===== src/hdl/strip_hit_clusterer_centroid_core_defines.svh =====
// Assertion macros for the strip hit clusterer core.
// Used by the top level only; expects clk and arst_n in scope.
`ifndef STRIP_HIT_CLUSTERER_CENTROID_CORE_DEFINES_SVH
`define STRIP_HIT_CLUSTERER_CENTROID_CORE_DEFINES_SVH

// Same-cycle implication.
`define SCC_ASSERT_NOW(name, ante, cons) \
	name: assert property (@(posedge clk) disable iff (!arst_n) (ante) |-> (cons)) \
		else $error("strip clusterer check failed");

// Next-cycle implication.
`define SCC_ASSERT_NEXT(name, ante, cons) \
	name: assert property (@(posedge clk) disable iff (!arst_n) (ante) |=> (cons)) \
		else $error("strip clusterer check failed");

`endif


===== src/hdl/scc_pkg.sv =====
// Shared types and constants for the strip hit clusterer core.
// No dependencies.
package scc_pkg;

	localparam int MAX_STRIPS_DEF   = 64;
	localparam int CHANNEL_BITS_DEF = 13;

	localparam int GAP_W        = 3;
	localparam int CHARGE_W     = 16;
	localparam int POS_W        = 21;
	localparam int HOLE_W       = 4;
	localparam int SIZE_W       = 7;
	localparam int COUNT_OUT_W  = 7;
	localparam int CHARGE_OUT_W = 22;
	localparam int CFG_IDX_W    = 1;
	localparam int CFG_DATA_W   = 7;

	localparam logic [CFG_IDX_W-1:0] REG_MAX_HOLE = 1'd0;
	localparam logic [CFG_IDX_W-1:0] REG_MAX_SIZE = 1'd1;

	localparam logic [HOLE_W-1:0] HOLE_RST = 4'd1;
	localparam logic [SIZE_W-1:0] SIZE_RST = 7'd50;

	typedef enum logic [2:0] {
		ST_IDLE,
		ST_EVAL,
		ST_ADD,
		ST_LAST,
		ST_DIV,
		ST_SEARCH,
		ST_EMIT
	} state_t;

	typedef struct packed {
		logic load;
		logic mul;
		logic add;
		logic fresh;
		logic div_start;
		logic srch_start;
		logic srch_step;
		logic emit;
		logic end_flag;
		logic close;
	} cmd_t;

	typedef struct packed {
		logic open;
		logic brk;
		logic closeable;
		logic last;
		logic div_done;
		logic srch_done;
		logic out_free;
	} sts_t;

endpackage


===== src/hdl/scc_div.sv =====
// Restoring unsigned divider, one quotient bit per cycle.
// Depends on nothing; used by scc_datapath.
module scc_div #(
	parameter int W  = 44,
	parameter int DW = 23
) (
	input  logic          clk,
	input  logic          arst_n,
	input  logic          start,
	input  logic [W-1:0]  dividend,
	input  logic [DW-1:0] divisor,
	output logic [W-1:0]  quotient,
	output logic          done
);

	localparam int CNT_W = $clog2(W + 1);

	logic [CNT_W-1:0] cnt_q;
	logic [DW-1:0]    rem_q;
	logic [DW-1:0]    div_q;
	logic [W-1:0]     quo_q;
	logic [DW:0]      r_ext;
	logic             take;

	assign done     = (cnt_q == CNT_W'(W));
	assign quotient = quo_q;
	assign r_ext    = {rem_q, quo_q[W-1]};
	assign take     = (r_ext >= {1'b0, div_q});

	always_ff @(posedge clk or negedge arst_n) begin
		if (!arst_n) begin
			cnt_q <= CNT_W'(W);
		end else if (start) begin
			cnt_q <= '0;
		end else if (!done) begin
			cnt_q <= cnt_q + 1'b1;
		end
	end

	always_ff @(posedge clk) begin
		if (start) begin
			rem_q <= '0;
			div_q <= divisor;
			quo_q <= dividend;
		end else if (!done) begin
			rem_q <= take ? DW'(r_ext - {1'b0, div_q}) : r_ext[DW-1:0];
			quo_q <= {quo_q[W-2:0], take};
		end
	end

endmodule


===== src/hdl/scc_datapath.sv =====
// Datapath: hit register, accumulators, channel store, dividers, search, result register.
// Depends on scc_pkg and scc_div.
module scc_datapath #(
	parameter int MAX_STRIPS   = scc_pkg::MAX_STRIPS_DEF,
	parameter int CHANNEL_BITS = scc_pkg::CHANNEL_BITS_DEF
) (
	input  logic                                clk,
	input  logic                                arst_n,
	input  scc_pkg::cmd_t                       cmd,
	output scc_pkg::sts_t                       sts,
	input  logic                                cfg_we,
	input  logic [scc_pkg::CFG_IDX_W-1:0]       cfg_index,
	input  logic [scc_pkg::CFG_DATA_W-1:0]      cfg_data,
	input  logic [scc_pkg::GAP_W-1:0]           gas_gap,
	input  logic [CHANNEL_BITS-1:0]             channel,
	input  logic [scc_pkg::CHARGE_W-1:0]        charge,
	input  logic signed [scc_pkg::POS_W-1:0]    pos_x,
	input  logic signed [scc_pkg::POS_W-1:0]    pos_y,
	input  logic                                last_in_collection,
	output logic                                out_valid,
	input  logic                                out_stall,
	output logic [scc_pkg::GAP_W-1:0]           cluster_gap,
	output logic [CHANNEL_BITS-1:0]             first_strip,
	output logic [scc_pkg::COUNT_OUT_W-1:0]     strip_count,
	output logic [CHANNEL_BITS-1:0]             centre_strip,
	output logic [scc_pkg::CHARGE_OUT_W-1:0]    charge_total,
	output logic signed [scc_pkg::POS_W-1:0]    centroid_x,
	output logic signed [scc_pkg::POS_W-1:0]    cluster_y,
	output logic                                zero_charge,
	output logic                                collection_end
);

	localparam int AW     = $clog2(MAX_STRIPS);
	localparam int CW     = $clog2(MAX_STRIPS + 2);
	localparam int SW     = CHANNEL_BITS + CW;
	localparam int CQ_W   = scc_pkg::CHARGE_W + CW;
	localparam int PROD_W = scc_pkg::POS_W + scc_pkg::CHARGE_W + 1;
	localparam int WX_W   = scc_pkg::POS_W + scc_pkg::CHARGE_W + CW;
	localparam int CMPW   = (CW > scc_pkg::SIZE_W) ? CW : scc_pkg::SIZE_W;
	localparam int CQX    = (CQ_W > scc_pkg::CHARGE_OUT_W) ? CQ_W : scc_pkg::CHARGE_OUT_W;

	// configuration
	logic [scc_pkg::HOLE_W-1:0] max_hole_q;
	logic [scc_pkg::SIZE_W-1:0] max_size_q;

	always_ff @(posedge clk or negedge arst_n) begin
		if (!arst_n) begin
			max_hole_q <= scc_pkg::HOLE_RST;
			max_size_q <= scc_pkg::SIZE_RST;
		end else if (cfg_we) begin
			case (cfg_index)
				scc_pkg::REG_MAX_HOLE: max_hole_q <= cfg_data[scc_pkg::HOLE_W-1:0];
				scc_pkg::REG_MAX_SIZE: max_size_q <= cfg_data;
				default: ;
			endcase
		end
	end

	// latched hit
	logic [scc_pkg::GAP_W-1:0]        hit_gap_q;
	logic [CHANNEL_BITS-1:0]          hit_ch_q;
	logic [scc_pkg::CHARGE_W-1:0]     hit_q_q;
	logic signed [scc_pkg::POS_W-1:0] hit_x_q;
	logic signed [scc_pkg::POS_W-1:0] hit_y_q;
	logic                             hit_last_q;
	logic signed [PROD_W-1:0]         prod_s1;

	always_ff @(posedge clk) begin
		if (cmd.load) begin
			hit_gap_q  <= gas_gap;
			hit_ch_q   <= channel;
			hit_q_q    <= charge;
			hit_x_q    <= pos_x;
			hit_y_q    <= pos_y;
			hit_last_q <= last_in_collection;
		end
		if (cmd.mul) begin
			prod_s1 <= PROD_W'(hit_x_q) * PROD_W'($signed({1'b0, hit_q_q}));
		end
	end

	// cluster state
	logic                             open_q;
	logic [scc_pkg::GAP_W-1:0]        gap_q;
	logic [CHANNEL_BITS-1:0]          prev_q;
	logic [CHANNEL_BITS-1:0]          first_ch_q;
	logic [CW-1:0]                    cnt_q;
	logic [CQ_W-1:0]                  charge_q;
	logic signed [WX_W-1:0]           wx_q;
	logic [SW-1:0]                    sum_q;
	logic signed [scc_pkg::POS_W-1:0] first_y_q;
	logic [CHANNEL_BITS-1:0]          store [MAX_STRIPS];

	logic [CW-1:0]          base_cnt;
	logic [CQ_W-1:0]        base_charge;
	logic signed [WX_W-1:0] base_wx;
	logic [SW-1:0]          base_sum;
	logic [CHANNEL_BITS-1:0] diff;

	always_comb begin
		base_cnt    = cmd.fresh ? '0 : cnt_q;
		base_charge = cmd.fresh ? '0 : charge_q;
		base_wx     = cmd.fresh ? '0 : wx_q;
		base_sum    = cmd.fresh ? '0 : sum_q;
		diff        = (hit_ch_q > prev_q) ? (hit_ch_q - prev_q) : (prev_q - hit_ch_q);
	end

	always_ff @(posedge clk or negedge arst_n) begin
		if (!arst_n) begin
			open_q <= 1'b0;
			cnt_q  <= '0;
		end else if (cmd.add) begin
			open_q <= 1'b1;
			cnt_q  <= (base_cnt < CW'(MAX_STRIPS)) ? base_cnt + 1'b1 : CW'(MAX_STRIPS + 1);
		end else if (cmd.close) begin
			open_q <= 1'b0;
		end
	end

	always_ff @(posedge clk) begin
		if (cmd.add) begin
			prev_q <= hit_ch_q;
			if (cmd.fresh) begin
				gap_q      <= hit_gap_q;
				first_ch_q <= hit_ch_q;
				first_y_q  <= hit_y_q;
			end
			if (base_cnt < CW'(MAX_STRIPS)) begin
				store[base_cnt[AW-1:0]] <= hit_ch_q;
				charge_q <= base_charge + CQ_W'(hit_q_q);
				wx_q     <= base_wx + WX_W'(prod_s1);
				sum_q    <= base_sum + SW'(hit_ch_q);
			end
		end
	end

	// dividers
	logic [WX_W-1:0] wx_mag;
	logic [WX_W-1:0] cx_quo;
	logic [SW-1:0]   mean;
	logic            cx_done;
	logic            mean_done;
	logic            sign_q;

	assign wx_mag = wx_q[WX_W-1] ? WX_W'(-wx_q) : WX_W'(wx_q);

	always_ff @(posedge clk) begin
		if (cmd.div_start) begin
			sign_q <= wx_q[WX_W-1];
		end
	end

	scc_div #(.W(WX_W), .DW(CQ_W)) u_cx_div (
		.clk      (clk),
		.arst_n   (arst_n),
		.start    (cmd.div_start),
		.dividend (wx_mag),
		.divisor  (charge_q),
		.quotient (cx_quo),
		.done     (cx_done)
	);

	scc_div #(.W(SW), .DW(CW)) u_mean_div (
		.clk      (clk),
		.arst_n   (arst_n),
		.start    (cmd.div_start),
		.dividend (sum_q),
		.divisor  (cnt_q),
		.quotient (mean),
		.done     (mean_done)
	);

	// store search for the mean channel
	logic [CW-1:0]           idx_q;
	logic                    look_s1;
	logic                    found_q;
	logic [CHANNEL_BITS-1:0] rd_q;
	logic [CHANNEL_BITS-1:0] centre_q;

	always_ff @(posedge clk) begin
		rd_q <= store[idx_q[AW-1:0]];
	end

	always_ff @(posedge clk or negedge arst_n) begin
		if (!arst_n) begin
			idx_q   <= '0;
			look_s1 <= 1'b0;
			found_q <= 1'b0;
		end else if (cmd.srch_start) begin
			idx_q   <= '0;
			look_s1 <= 1'b0;
			found_q <= 1'b0;
		end else if (cmd.srch_step && !found_q) begin
			if (idx_q < cnt_q) begin
				idx_q   <= idx_q + 1'b1;
				look_s1 <= 1'b1;
			end else begin
				look_s1 <= 1'b0;
			end
			if (look_s1 && (SW'(rd_q) == mean)) begin
				found_q <= 1'b1;
			end
		end
	end

	always_ff @(posedge clk) begin
		if (cmd.srch_step && !found_q && look_s1 && (SW'(rd_q) == mean)) begin
			centre_q <= rd_q;
		end
	end

	// result register
	logic [CMPW-1:0]  cnt_ext;
	logic [CQX-1:0]   charge_ext;
	logic [WX_W-1:0]  cx_signed;

	assign cnt_ext    = CMPW'(cnt_q);
	assign charge_ext = CQX'(charge_q);
	assign cx_signed  = sign_q ? -cx_quo : cx_quo;

	always_ff @(posedge clk or negedge arst_n) begin
		if (!arst_n) begin
			out_valid <= 1'b0;
		end else if (cmd.emit) begin
			out_valid <= 1'b1;
		end else if (!out_stall) begin
			out_valid <= 1'b0;
		end
	end

	always_ff @(posedge clk) begin
		if (cmd.emit) begin
			cluster_gap    <= gap_q;
			first_strip    <= first_ch_q;
			strip_count    <= cnt_ext[scc_pkg::COUNT_OUT_W-1:0];
			centre_strip   <= found_q ? centre_q : first_ch_q;
			charge_total   <= charge_ext[scc_pkg::CHARGE_OUT_W-1:0];
			centroid_x     <= (charge_q == '0) ? '0 : $signed(cx_signed[scc_pkg::POS_W-1:0]);
			cluster_y      <= first_y_q;
			zero_charge    <= (charge_q == '0);
			collection_end <= cmd.end_flag;
		end
	end

	// status
	always_comb begin
		sts.open      = open_q;
		sts.brk       = open_q && ((hit_gap_q != gap_q)
			|| (diff > CHANNEL_BITS'(max_hole_q) + 1'b1));
		sts.closeable = (cnt_q != '0) && (cnt_q <= CW'(MAX_STRIPS))
			&& (cnt_ext <= CMPW'(max_size_q));
		sts.last      = hit_last_q;
		sts.div_done  = cx_done && mean_done;
		sts.srch_done = found_q || ((idx_q == cnt_q) && !look_s1);
		sts.out_free  = !out_valid || !out_stall;
	end

endmodule


===== src/hdl/scc_ctrl.sv =====
// Controller state machine for the strip hit clusterer core.
// Depends on scc_pkg.
module scc_ctrl (
	input  logic          clk,
	input  logic          arst_n,
	input  logic          in_valid,
	output logic          in_stall,
	input  scc_pkg::sts_t sts,
	output scc_pkg::cmd_t cmd
);

	scc_pkg::state_t state_q, state_d;
	logic end_q, end_d;
	logic fresh_q, fresh_d;

	always_ff @(posedge clk or negedge arst_n) begin
		if (!arst_n) begin
			state_q <= scc_pkg::ST_IDLE;
			end_q   <= 1'b0;
			fresh_q <= 1'b0;
		end else begin
			state_q <= state_d;
			end_q   <= end_d;
			fresh_q <= fresh_d;
		end
	end

	always_comb begin
		state_d  = state_q;
		end_d    = end_q;
		fresh_d  = fresh_q;
		cmd      = '0;
		cmd.fresh    = fresh_q;
		cmd.end_flag = end_q;
		in_stall = (state_q != scc_pkg::ST_IDLE);
		case (state_q)
			scc_pkg::ST_IDLE: begin
				if (in_valid) begin
					cmd.load = 1'b1;
					state_d  = scc_pkg::ST_EVAL;
				end
			end
			scc_pkg::ST_EVAL: begin
				cmd.mul = 1'b1;
				fresh_d = !sts.open || sts.brk;
				if (sts.brk && sts.closeable) begin
					cmd.div_start = 1'b1;
					end_d   = 1'b0;
					state_d = scc_pkg::ST_DIV;
				end else begin
					state_d = scc_pkg::ST_ADD;
				end
			end
			scc_pkg::ST_ADD: begin
				cmd.add = 1'b1;
				state_d = scc_pkg::ST_LAST;
			end
			scc_pkg::ST_LAST: begin
				if (sts.last && sts.closeable) begin
					cmd.div_start = 1'b1;
					end_d   = 1'b1;
					state_d = scc_pkg::ST_DIV;
				end else begin
					// drop an oversized final cluster, still close it
					cmd.close = sts.last;
					state_d   = scc_pkg::ST_IDLE;
				end
			end
			scc_pkg::ST_DIV: begin
				if (sts.div_done) begin
					cmd.srch_start = 1'b1;
					state_d = scc_pkg::ST_SEARCH;
				end
			end
			scc_pkg::ST_SEARCH: begin
				cmd.srch_step = 1'b1;
				if (sts.srch_done) begin
					state_d = scc_pkg::ST_EMIT;
				end
			end
			scc_pkg::ST_EMIT: begin
				if (sts.out_free) begin
					cmd.emit = 1'b1;
					if (end_q) begin
						cmd.close = 1'b1;
						state_d   = scc_pkg::ST_IDLE;
					end else begin
						state_d = scc_pkg::ST_ADD;
					end
				end
			end
			default: begin
				state_d = scc_pkg::ST_IDLE;
			end
		endcase
	end

endmodule


===== src/hdl/strip_hit_clusterer_centroid_core.sv =====
// Top level of the strip hit clusterer with charge-weighted centroid.
// Depends on scc_pkg, scc_ctrl, scc_datapath and the defines header.
//
//   port group   direction   handshake            payload
//   in           sink        in_valid/in_stall    gas_gap .. last_in_collection
//   out          source      out_valid/out_stall  cluster_gap .. collection_end
//   cfg          sink        cfg_we               cfg_index, cfg_data
//
// An item that closes no cluster goes through latch, multiply, accumulate and
// last check. Each emitted cluster adds the bit-serial divide over the bits of
// the weighted-x sum (21 + 16 + clog2(MAX_STRIPS+2) bits, 44 by default), then
// a scan of the channel store and the load of the result register. Reset
// clears control state and sets the configuration to its defaults; the
// channel store needs no clearing. A stalled result holds in the output
// register while the next item is taken; only a further result waits for it.
`include "strip_hit_clusterer_centroid_core_defines.svh"

module strip_hit_clusterer_centroid_core #(
	parameter int MAX_STRIPS   = scc_pkg::MAX_STRIPS_DEF,
	parameter int CHANNEL_BITS = scc_pkg::CHANNEL_BITS_DEF
) (
	input  logic                                clk,
	input  logic                                arst_n,
	input  logic                                cfg_we,
	input  logic [scc_pkg::CFG_IDX_W-1:0]       cfg_index,
	input  logic [scc_pkg::CFG_DATA_W-1:0]      cfg_data,
	input  logic                                in_valid,
	output logic                                in_stall,
	input  logic [scc_pkg::GAP_W-1:0]           gas_gap,
	input  logic [CHANNEL_BITS-1:0]             channel,
	input  logic [scc_pkg::CHARGE_W-1:0]        charge,
	input  logic signed [scc_pkg::POS_W-1:0]    pos_x,
	input  logic signed [scc_pkg::POS_W-1:0]    pos_y,
	input  logic                                last_in_collection,
	output logic                                out_valid,
	input  logic                                out_stall,
	output logic [scc_pkg::GAP_W-1:0]           cluster_gap,
	output logic [CHANNEL_BITS-1:0]             first_strip,
	output logic [scc_pkg::COUNT_OUT_W-1:0]     strip_count,
	output logic [CHANNEL_BITS-1:0]             centre_strip,
	output logic [scc_pkg::CHARGE_OUT_W-1:0]    charge_total,
	output logic signed [scc_pkg::POS_W-1:0]    centroid_x,
	output logic signed [scc_pkg::POS_W-1:0]    cluster_y,
	output logic                                zero_charge,
	output logic                                collection_end
);

	scc_pkg::cmd_t cmd;
	scc_pkg::sts_t sts;

	// sequence each item: join or break, accumulate, close and emit
	scc_ctrl u_ctrl (
		.clk      (clk),
		.arst_n   (arst_n),
		.in_valid (in_valid),
		.in_stall (in_stall),
		.sts      (sts),
		.cmd      (cmd)
	);

	// hold the open cluster, divide, search the store, drive results
	scc_datapath #(
		.MAX_STRIPS   (MAX_STRIPS),
		.CHANNEL_BITS (CHANNEL_BITS)
	) u_dp (
		.clk                (clk),
		.arst_n             (arst_n),
		.cmd                (cmd),
		.sts                (sts),
		.cfg_we             (cfg_we),
		.cfg_index          (cfg_index),
		.cfg_data           (cfg_data),
		.gas_gap            (gas_gap),
		.channel            (channel),
		.charge             (charge),
		.pos_x              (pos_x),
		.pos_y              (pos_y),
		.last_in_collection (last_in_collection),
		.out_valid          (out_valid),
		.out_stall          (out_stall),
		.cluster_gap        (cluster_gap),
		.first_strip        (first_strip),
		.strip_count        (strip_count),
		.centre_strip       (centre_strip),
		.charge_total       (charge_total),
		.centroid_x         (centroid_x),
		.cluster_y          (cluster_y),
		.zero_charge        (zero_charge),
		.collection_end     (collection_end)
	);

	// one item at a time: busy right after taking one
	`SCC_ASSERT_NEXT(a_busy_after_item, in_valid && !in_stall, in_stall)
	// an emitted cluster always holds a strip
	`SCC_ASSERT_NOW(a_count_nonzero, out_valid, strip_count != '0)
	// zero charge forces the centroid to zero
	`SCC_ASSERT_NOW(a_zero_centroid, out_valid && zero_charge, centroid_x == '0)

endmodule


===== config.mk =====
export PLATFORM = sky130hd
export DESIGN_NAME = strip_hit_clusterer_centroid_core
export DESIGN_NICKNAME = d
export VERILOG_FILES = /design/src/hdl/scc_pkg.sv /design/src/hdl/scc_div.sv /design/src/hdl/scc_datapath.sv /design/src/hdl/scc_ctrl.sv /design/src/hdl/strip_hit_clusterer_centroid_core.sv
export VERILOG_INCLUDE_DIRS = /design/src /design/src/hdl
export SDC_FILE = /design/constraint.sdc
export NUM_CORES = 2
export LEC_CHECK = 0
export BUFFER_PORTS_ARGS = -buffer_cell sky130_fd_sc_hd__buf_2
export CAP_MARGIN = 10
export CORE_MARGIN = 2
export CORE_UTILIZATION = 55
export CTS_BUF_LIST = sky130_fd_sc_hd__clkbuf_8
export DETAILED_ROUTE_END_ITERATION = 10
export PLACE_DENSITY = 0.72
export SYNTH_ARGS = -nofsm -noshare
export SYNTH_HDL_FRONTEND = slang
export SYNTH_HIERARCHICAL = 1
export SYNTH_SLANG_ARGS = --single-unit

===== constraint.sdc =====
create_clock -name clk -period 9.7 [get_ports clk]
set_clock_uncertainty 0.05 [all_clocks]
set_input_delay 0.97 -clock clk [delete_from_list [all_inputs] [get_ports clk]]
set_output_delay 0.97 -clock clk [all_outputs]
set_load 0.02 [all_outputs]

==> flow_results.xml <==
<?xml version="1.0" encoding="UTF-8"?>
<metrics>
  <group name="routing">
    <metric name="vias_per_cell" unit="">5.86</metric>
    <metric name="drt_iter0_markers" unit="">4545</metric>
    <metric name="totalWireLength" unit="mm">168</metric>
    <metric name="detail_route.first_pass.iterations" unit="">6</metric>
    <metric name="detailroute.via_count" unit="">42500</metric>
    <metric name="post-route-drc-count" unit="">0</metric>
    <metric name="routedWlPerCell" unit="um">23.1</metric>
    <metric name="detail-route-antenna-nets" unit="">0</metric>
  </group>
  <group name="floorplanning">
    <metric name="rows" unit="">132</metric>
    <metric name="core-area" unit="um2">130000</metric>
    <metric name="initial_core_util" unit="">0.555</metric>
    <metric name="die_width" unit="um">366</metric>
    <metric name="fp.dieArea" unit="um2">134000</metric>
    <metric name="die_h" unit="um">366</metric>
    <metric name="ioPinCount" unit="">192</metric>
  </group>
  <group name="yosys">
    <metric name="count_leader_synth" unit="">sky130_fd_sc_hd__edfxtp_1</metric>
    <metric name="synth_async_sr_flop_share" unit="">0.0326</metric>
    <metric name="synth.lib_cells_used.distinct" unit="">93</metric>
    <metric name="synthTopCellsByCount" unit="">sky130_fd_sc_hd__edfxtp_1, sky130_fd_sc_hd__inv_1, sky130_fd_sc_hd__nand2_1</metric>
    <metric name="synth-xor-area-share" unit="">0.0264</metric>
    <metric name="combinational_family_with_the_most_area_after_synthesis" unit="">adder cells</metric>
    <metric name="synth-edff-count" unit="">1292</metric>
    <metric name="yosys-mux-area-fraction" unit="">0.104</metric>
    <metric name="ys_ff_latch" unit="">1380</metric>
    <metric name="yosysWarningCount" unit="">6</metric>
    <metric name="synth_compound_area_frac" unit="">0.0499</metric>
    <metric name="post_syn_nets" unit="">5670</metric>
    <metric name="synth_simple_gate_area_share" unit="">0.0760</metric>
    <metric name="post_synth.cell_area_avg" unit="um2">14.4</metric>
    <metric name="synth-main-ff-cell" unit="">sky130_fd_sc_hd__edfxtp_1</metric>
    <metric name="yosys.area_share.adder" unit="">0.138</metric>
    <metric name="seq_area_frac_synth" unit="">0.566</metric>
    <metric name="fraction_of_post_synthesis_cell_area_in_the_top_cell_type_by_area" unit="">0.538</metric>
    <metric name="synth_top_area_cell" unit="">sky130_fd_sc_hd__edfxtp_1</metric>
    <metric name="syn_inst" unit="">4990</metric>
    <metric name="synth.cell_area" unit="um2">72100</metric>
    <metric name="netlist_top_cells_area" unit="">sky130_fd_sc_hd__edfxtp_1, sky130_fd_sc_hd__fa_1, sky130_fd_sc_hd__mux4_2</metric>
  </group>
  <group name="final_layout">
    <metric name="layout.nets" unit="">6006</metric>
    <metric name="finish.cell_count_without_fillers" unit="">7255</metric>
    <metric name="syn_to_final_growth" unit="%">10.3</metric>
    <metric name="final_layout_size_suffix_gt1_frac" unit="">0.183</metric>
  </group>
  <group name="clock_network">
    <metric name="cts-resized-gates" unit="">0</metric>
    <metric name="hold_fix_buffers_cts" unit="">0</metric>
    <metric name="cts.root.buffer_cell" unit="">sky130_fd_sc_hd__clkbuf_8</metric>
    <metric name="clockBufferDepth" unit="">3</metric>
    <metric name="cts_sinks" unit="">1380</metric>
    <metric name="clkTransAtPathRegs" unit="ps">60</metric>
    <metric name="htree_num_levels" unit="">4</metric>
    <metric name="cts_buffers" unit="">213</metric>
    <metric name="post-cts-setup-buffer-count" unit="">0</metric>
    <metric name="worst_skew_pair.late_latency" unit="ps">950</metric>
    <metric name="cts_tree" unit="">done</metric>
  </group>
  <group name="pwr">
    <metric name="power-per-cell-area" unit="nW/um2">345</metric>
    <metric name="power.static_leakage" unit="nW">30.1</metric>
    <metric name="total_power" unit="mW">27.4</metric>
    <metric name="worst_ir_drop_vdd" unit="uV">690</metric>
  </group>
  <group name="place">
    <metric name="routabilityCongestion" unit="">0.926</metric>
    <metric name="post-place-cells" unit="">6849</metric>
    <metric name="io_buffer_count" unit="">191</metric>
    <metric name="placement_setup_slack" unit="ps">1980</metric>
    <metric name="dpl.hpwl" unit="mm">116</metric>
  </group>
  <group name="sta">
    <metric name="min_period" unit="ps">7760</metric>
    <metric name="timing_max_transition_violations_final" unit="">0</metric>
    <metric name="fmax" unit="GHz">0.129</metric>
    <metric name="finalCritPeriodShare" unit="">0.800</metric>
    <metric name="relSlewSlack" unit="">0.169</metric>
    <metric name="rsz0062_at_grt" unit="">no</metric>
    <metric name="timing_worst_slew_pin_value" unit="ps">1250</metric>
    <metric name="finalSetupViolCount" unit="">0</metric>
    <metric name="timing.final.hold_violations" unit="">0</metric>
    <metric name="fin_setup_tns" unit="ps">0</metric>
    <metric name="final_critical_path_setup_slack" unit="ps">1940</metric>
  </group>
  <group name="critical_path">
    <metric name="critical_path.max_fanout" unit="">22</metric>
    <metric name="cp-start-kind" unit="">register</metric>
    <metric name="r2r_end" unit="">u_dp/prod_s1[37]$_DFFE_PP_</metric>
    <metric name="worstSetupPathType" unit="">reg -&gt; reg</metric>
    <metric name="cp.required" unit="ps">10290</metric>
    <metric name="rrSetupSlack" unit="ps">1940</metric>
    <metric name="rr_startpoint" unit="">u_dp/hit_q_q[2]$_DFFE_PP_</metric>
    <metric name="cp.arrival" unit="ps">8350</metric>
    <metric name="ff2ff_path_depth" unit="">18</metric>
    <metric name="endpoint_kind" unit="">register</metric>
  </group>
  <group name="global_route">
    <metric name="track_usage" unit="">0.253</metric>
    <metric name="grt_remaining_overflow" unit="">0</metric>
    <metric name="via_count_of_the_first_global_routing_pass" unit="">43100</metric>
    <metric name="grt_start_max_net_pins" unit="">113</metric>
    <metric name="antenna_violations_before_repair" unit="">11</metric>
    <metric name="grt_pass1_wl" unit="mm">258</metric>
  </group>
  <group name="flow_run">
    <metric name="drv_cap" unit="">0</metric>
  </group>
  <group name="status">
    <metric name="status" unit="">finished clean</metric>
  </group>
  <group name="hold_path">
    <metric name="hp-class" unit="">in -&gt; async</metric>
  </group>
</metrics>
-- worst max path at each step --
| stage | startpoint | cells after the start | to | slack (ps) |
|---|---|---|---|---|
| 5_1_grt | u_dp/hit_q_q[2]$_DFFE_PP_ | 18 | u_dp/prod_s1[37]$_DFFE_PP_ | 1440 |
| 4_1_cts | u_dp/hit_q_q[2]$_DFFE_PP_ | 18 | u_dp/prod_s1[37]$_DFFE_PP_ | 1910 |
| 6_report | u_dp/hit_q_q[2]$_DFFE_PP_ | 18 | u_dp/prod_s1[37]$_DFFE_PP_ | 1940 |
| 3_3_place_gp | u_dp/hit_q_q[2]$_DFFE_PP_ | 18 | u_dp/prod_s1[37]$_DFFE_PP_ | 2100 |
| 2_1_floorplan | u_dp/hit_ch_q[1]$_DFFE_PP_ | 26 | u_dp/u_cx_div/quotient[0]$_DFFE_PP_ | 1050 |
| 3_5_place_dp | u_dp/hit_q_q[2]$_DFFE_PP_ | 18 | u_dp/prod_s1[37]$_DFFE_PP_ | 1980 |
-- critical path: stages (launching register included) --
cell and delay [ps]:
sky130_fd_sc_hd__edfxtp_1 1020, sky130_fd_sc_hd__nand2_1 290, sky130_fd_sc_hd__fa_1 730, sky130_fd_sc_hd__inv_1 130
sky130_fd_sc_hd__fa_1 880, sky130_fd_sc_hd__fa_1 520, sky130_fd_sc_hd__fa_1 480, sky130_fd_sc_hd__fa_1 550
sky130_fd_sc_hd__inv_1 50, sky130_fd_sc_hd__fa_1 570, sky130_fd_sc_hd__inv_1 60, sky130_fd_sc_hd__ha_1 360
sky130_fd_sc_hd__a21o_1 210, sky130_fd_sc_hd__a211oi_1 450, sky130_fd_sc_hd__a21oi_1 240, sky130_fd_sc_hd__a2111oi_0 450
sky130_fd_sc_hd__o21bai_1 130, sky130_fd_sc_hd__a21oi_1 190, sky130_fd_sc_hd__xnor2_1 80
-- metal layers --
| metal | GRT usage | part of all wire | wire length, um | up-vias |
|---|---|---|---|---|
| li1 | - | - | - | 18700 |
| met1 | 0.382 | 0.43 | 72700 | 21500 |
| met2 | 0.370 | 0.44 | 73400 | 2061 |
| met3 | 0.0574 | 0.10 | 17500 | 250 |
| met4 | 0.0729 | 0.024 | 4030 | 0 |
| met5 | 0 | 0 | 0 | - |
-- through the flow --
| stage | util | cell area (um2) | hold WS (ps) |
|---|---|---|---|
| finish | 0.612 | 79500 | 119 |
| global route | 0.612 | 79500 | 86.7 |
| CTS | 0.612 | 79500 | 55.8 |
| detailed placement | 0.581 | 75400 | 356 |
| global placement | 0.581 | 75400 | 350 |
| floorplan | - | 72100 | 350 |
-- layout by cell type (no fill, tap or decap), drive strengths merged, types with 15 or more instances in the layout --
| master | count |
|---|---|
| mux2i | 28 |
| inv | 644 |
| xnor2 | 155 |
| ha | 250 |
| a21o | 61 |
| edfxtp | 1292 |
| fa | 342 |
| nand4 | 23 |
| nor3 | 42 |
| nor2b | 99 |
| o21a | 27 |
| or3 | 33 |
| a311oi | 17 |
| clkbuf | 216 |
| a21oi | 148 |
| o21ai | 118 |
| and2 | 147 |
| nor4 | 18 |
| mux4 | 273 |
| buf | 310 |
| and3 | 17 |
| nand3 | 51 |
| a31oi | 23 |
| mux2 | 92 |
| nand2b | 32 |
| o211ai | 15 |
| dfxtp | 43 |
| clkinv | 90 |
| nand2 | 357 |
| o31ai | 27 |
| a211oi | 31 |
| nor2 | 243 |
| dfrtp | 36 |
| xor2 | 62 |
-- logic make-up (layout without fill, tap and decap cells) --
logic type / count (synthesis) / in the layout
compound gates: 549 / 549
other cells: 0 / 3
simple gates: 1112 / 1112
fa+ha+maj: 592 / 592
mux: 393 / 393
flops: 1380 / 1380
xor+xnor: 217 / 217
buf+inv: 747 / 1267
-- flip-flops by register name (all words and copies together) (netlist names), 16 cells and up --
signal	count
u_dp/wx_q	44
u_dp/hit_q_q	16
u_dp/sum_q	20
u_dp/first_y_q	21
u_dp/cluster_y	21
u_dp/hit_y_q	21
u_dp/hit_x_q	21
u_dp/prod_s1	38
u_dp/u_cx_div/quotient	44
u_dp/centroid_x	21
u_dp/u_cx_div/rem_q	23
u_dp/u_mean_div/quotient	20
u_dp/store	832
u_dp/charge_ext	23
u_dp/charge_total	22
u_dp/u_cx_div/div_q	23
-- cell type report --
| cell class | count | area [um2] |
|---|---|---|
| inverter | 558 | 2110 |
| clock inverter | 183 | 1040 |
| fill | 9674 | 50300 |
| sequential | 1380 | 40800 |
| antenna | 3 | 7.51 |
| tap | 1742 | 2180 |
| multi-input combinational | 2863 | 28500 |
| clock buffer | 216 | 2970 |
| timing repair buffer | 310 | 1860 |
-- power by group --
group / internal (mW) / total, mW / switching (mW)
registers: 7.65 / 8.14 / 0.491
clock network: 2.22 / 4.55 / 2.33
logic: 6.43 / 14.7 / 8.29
total: 16.3 / 27.4 / 11.1
Note: power is estimated with default switching activity, not from simulation.
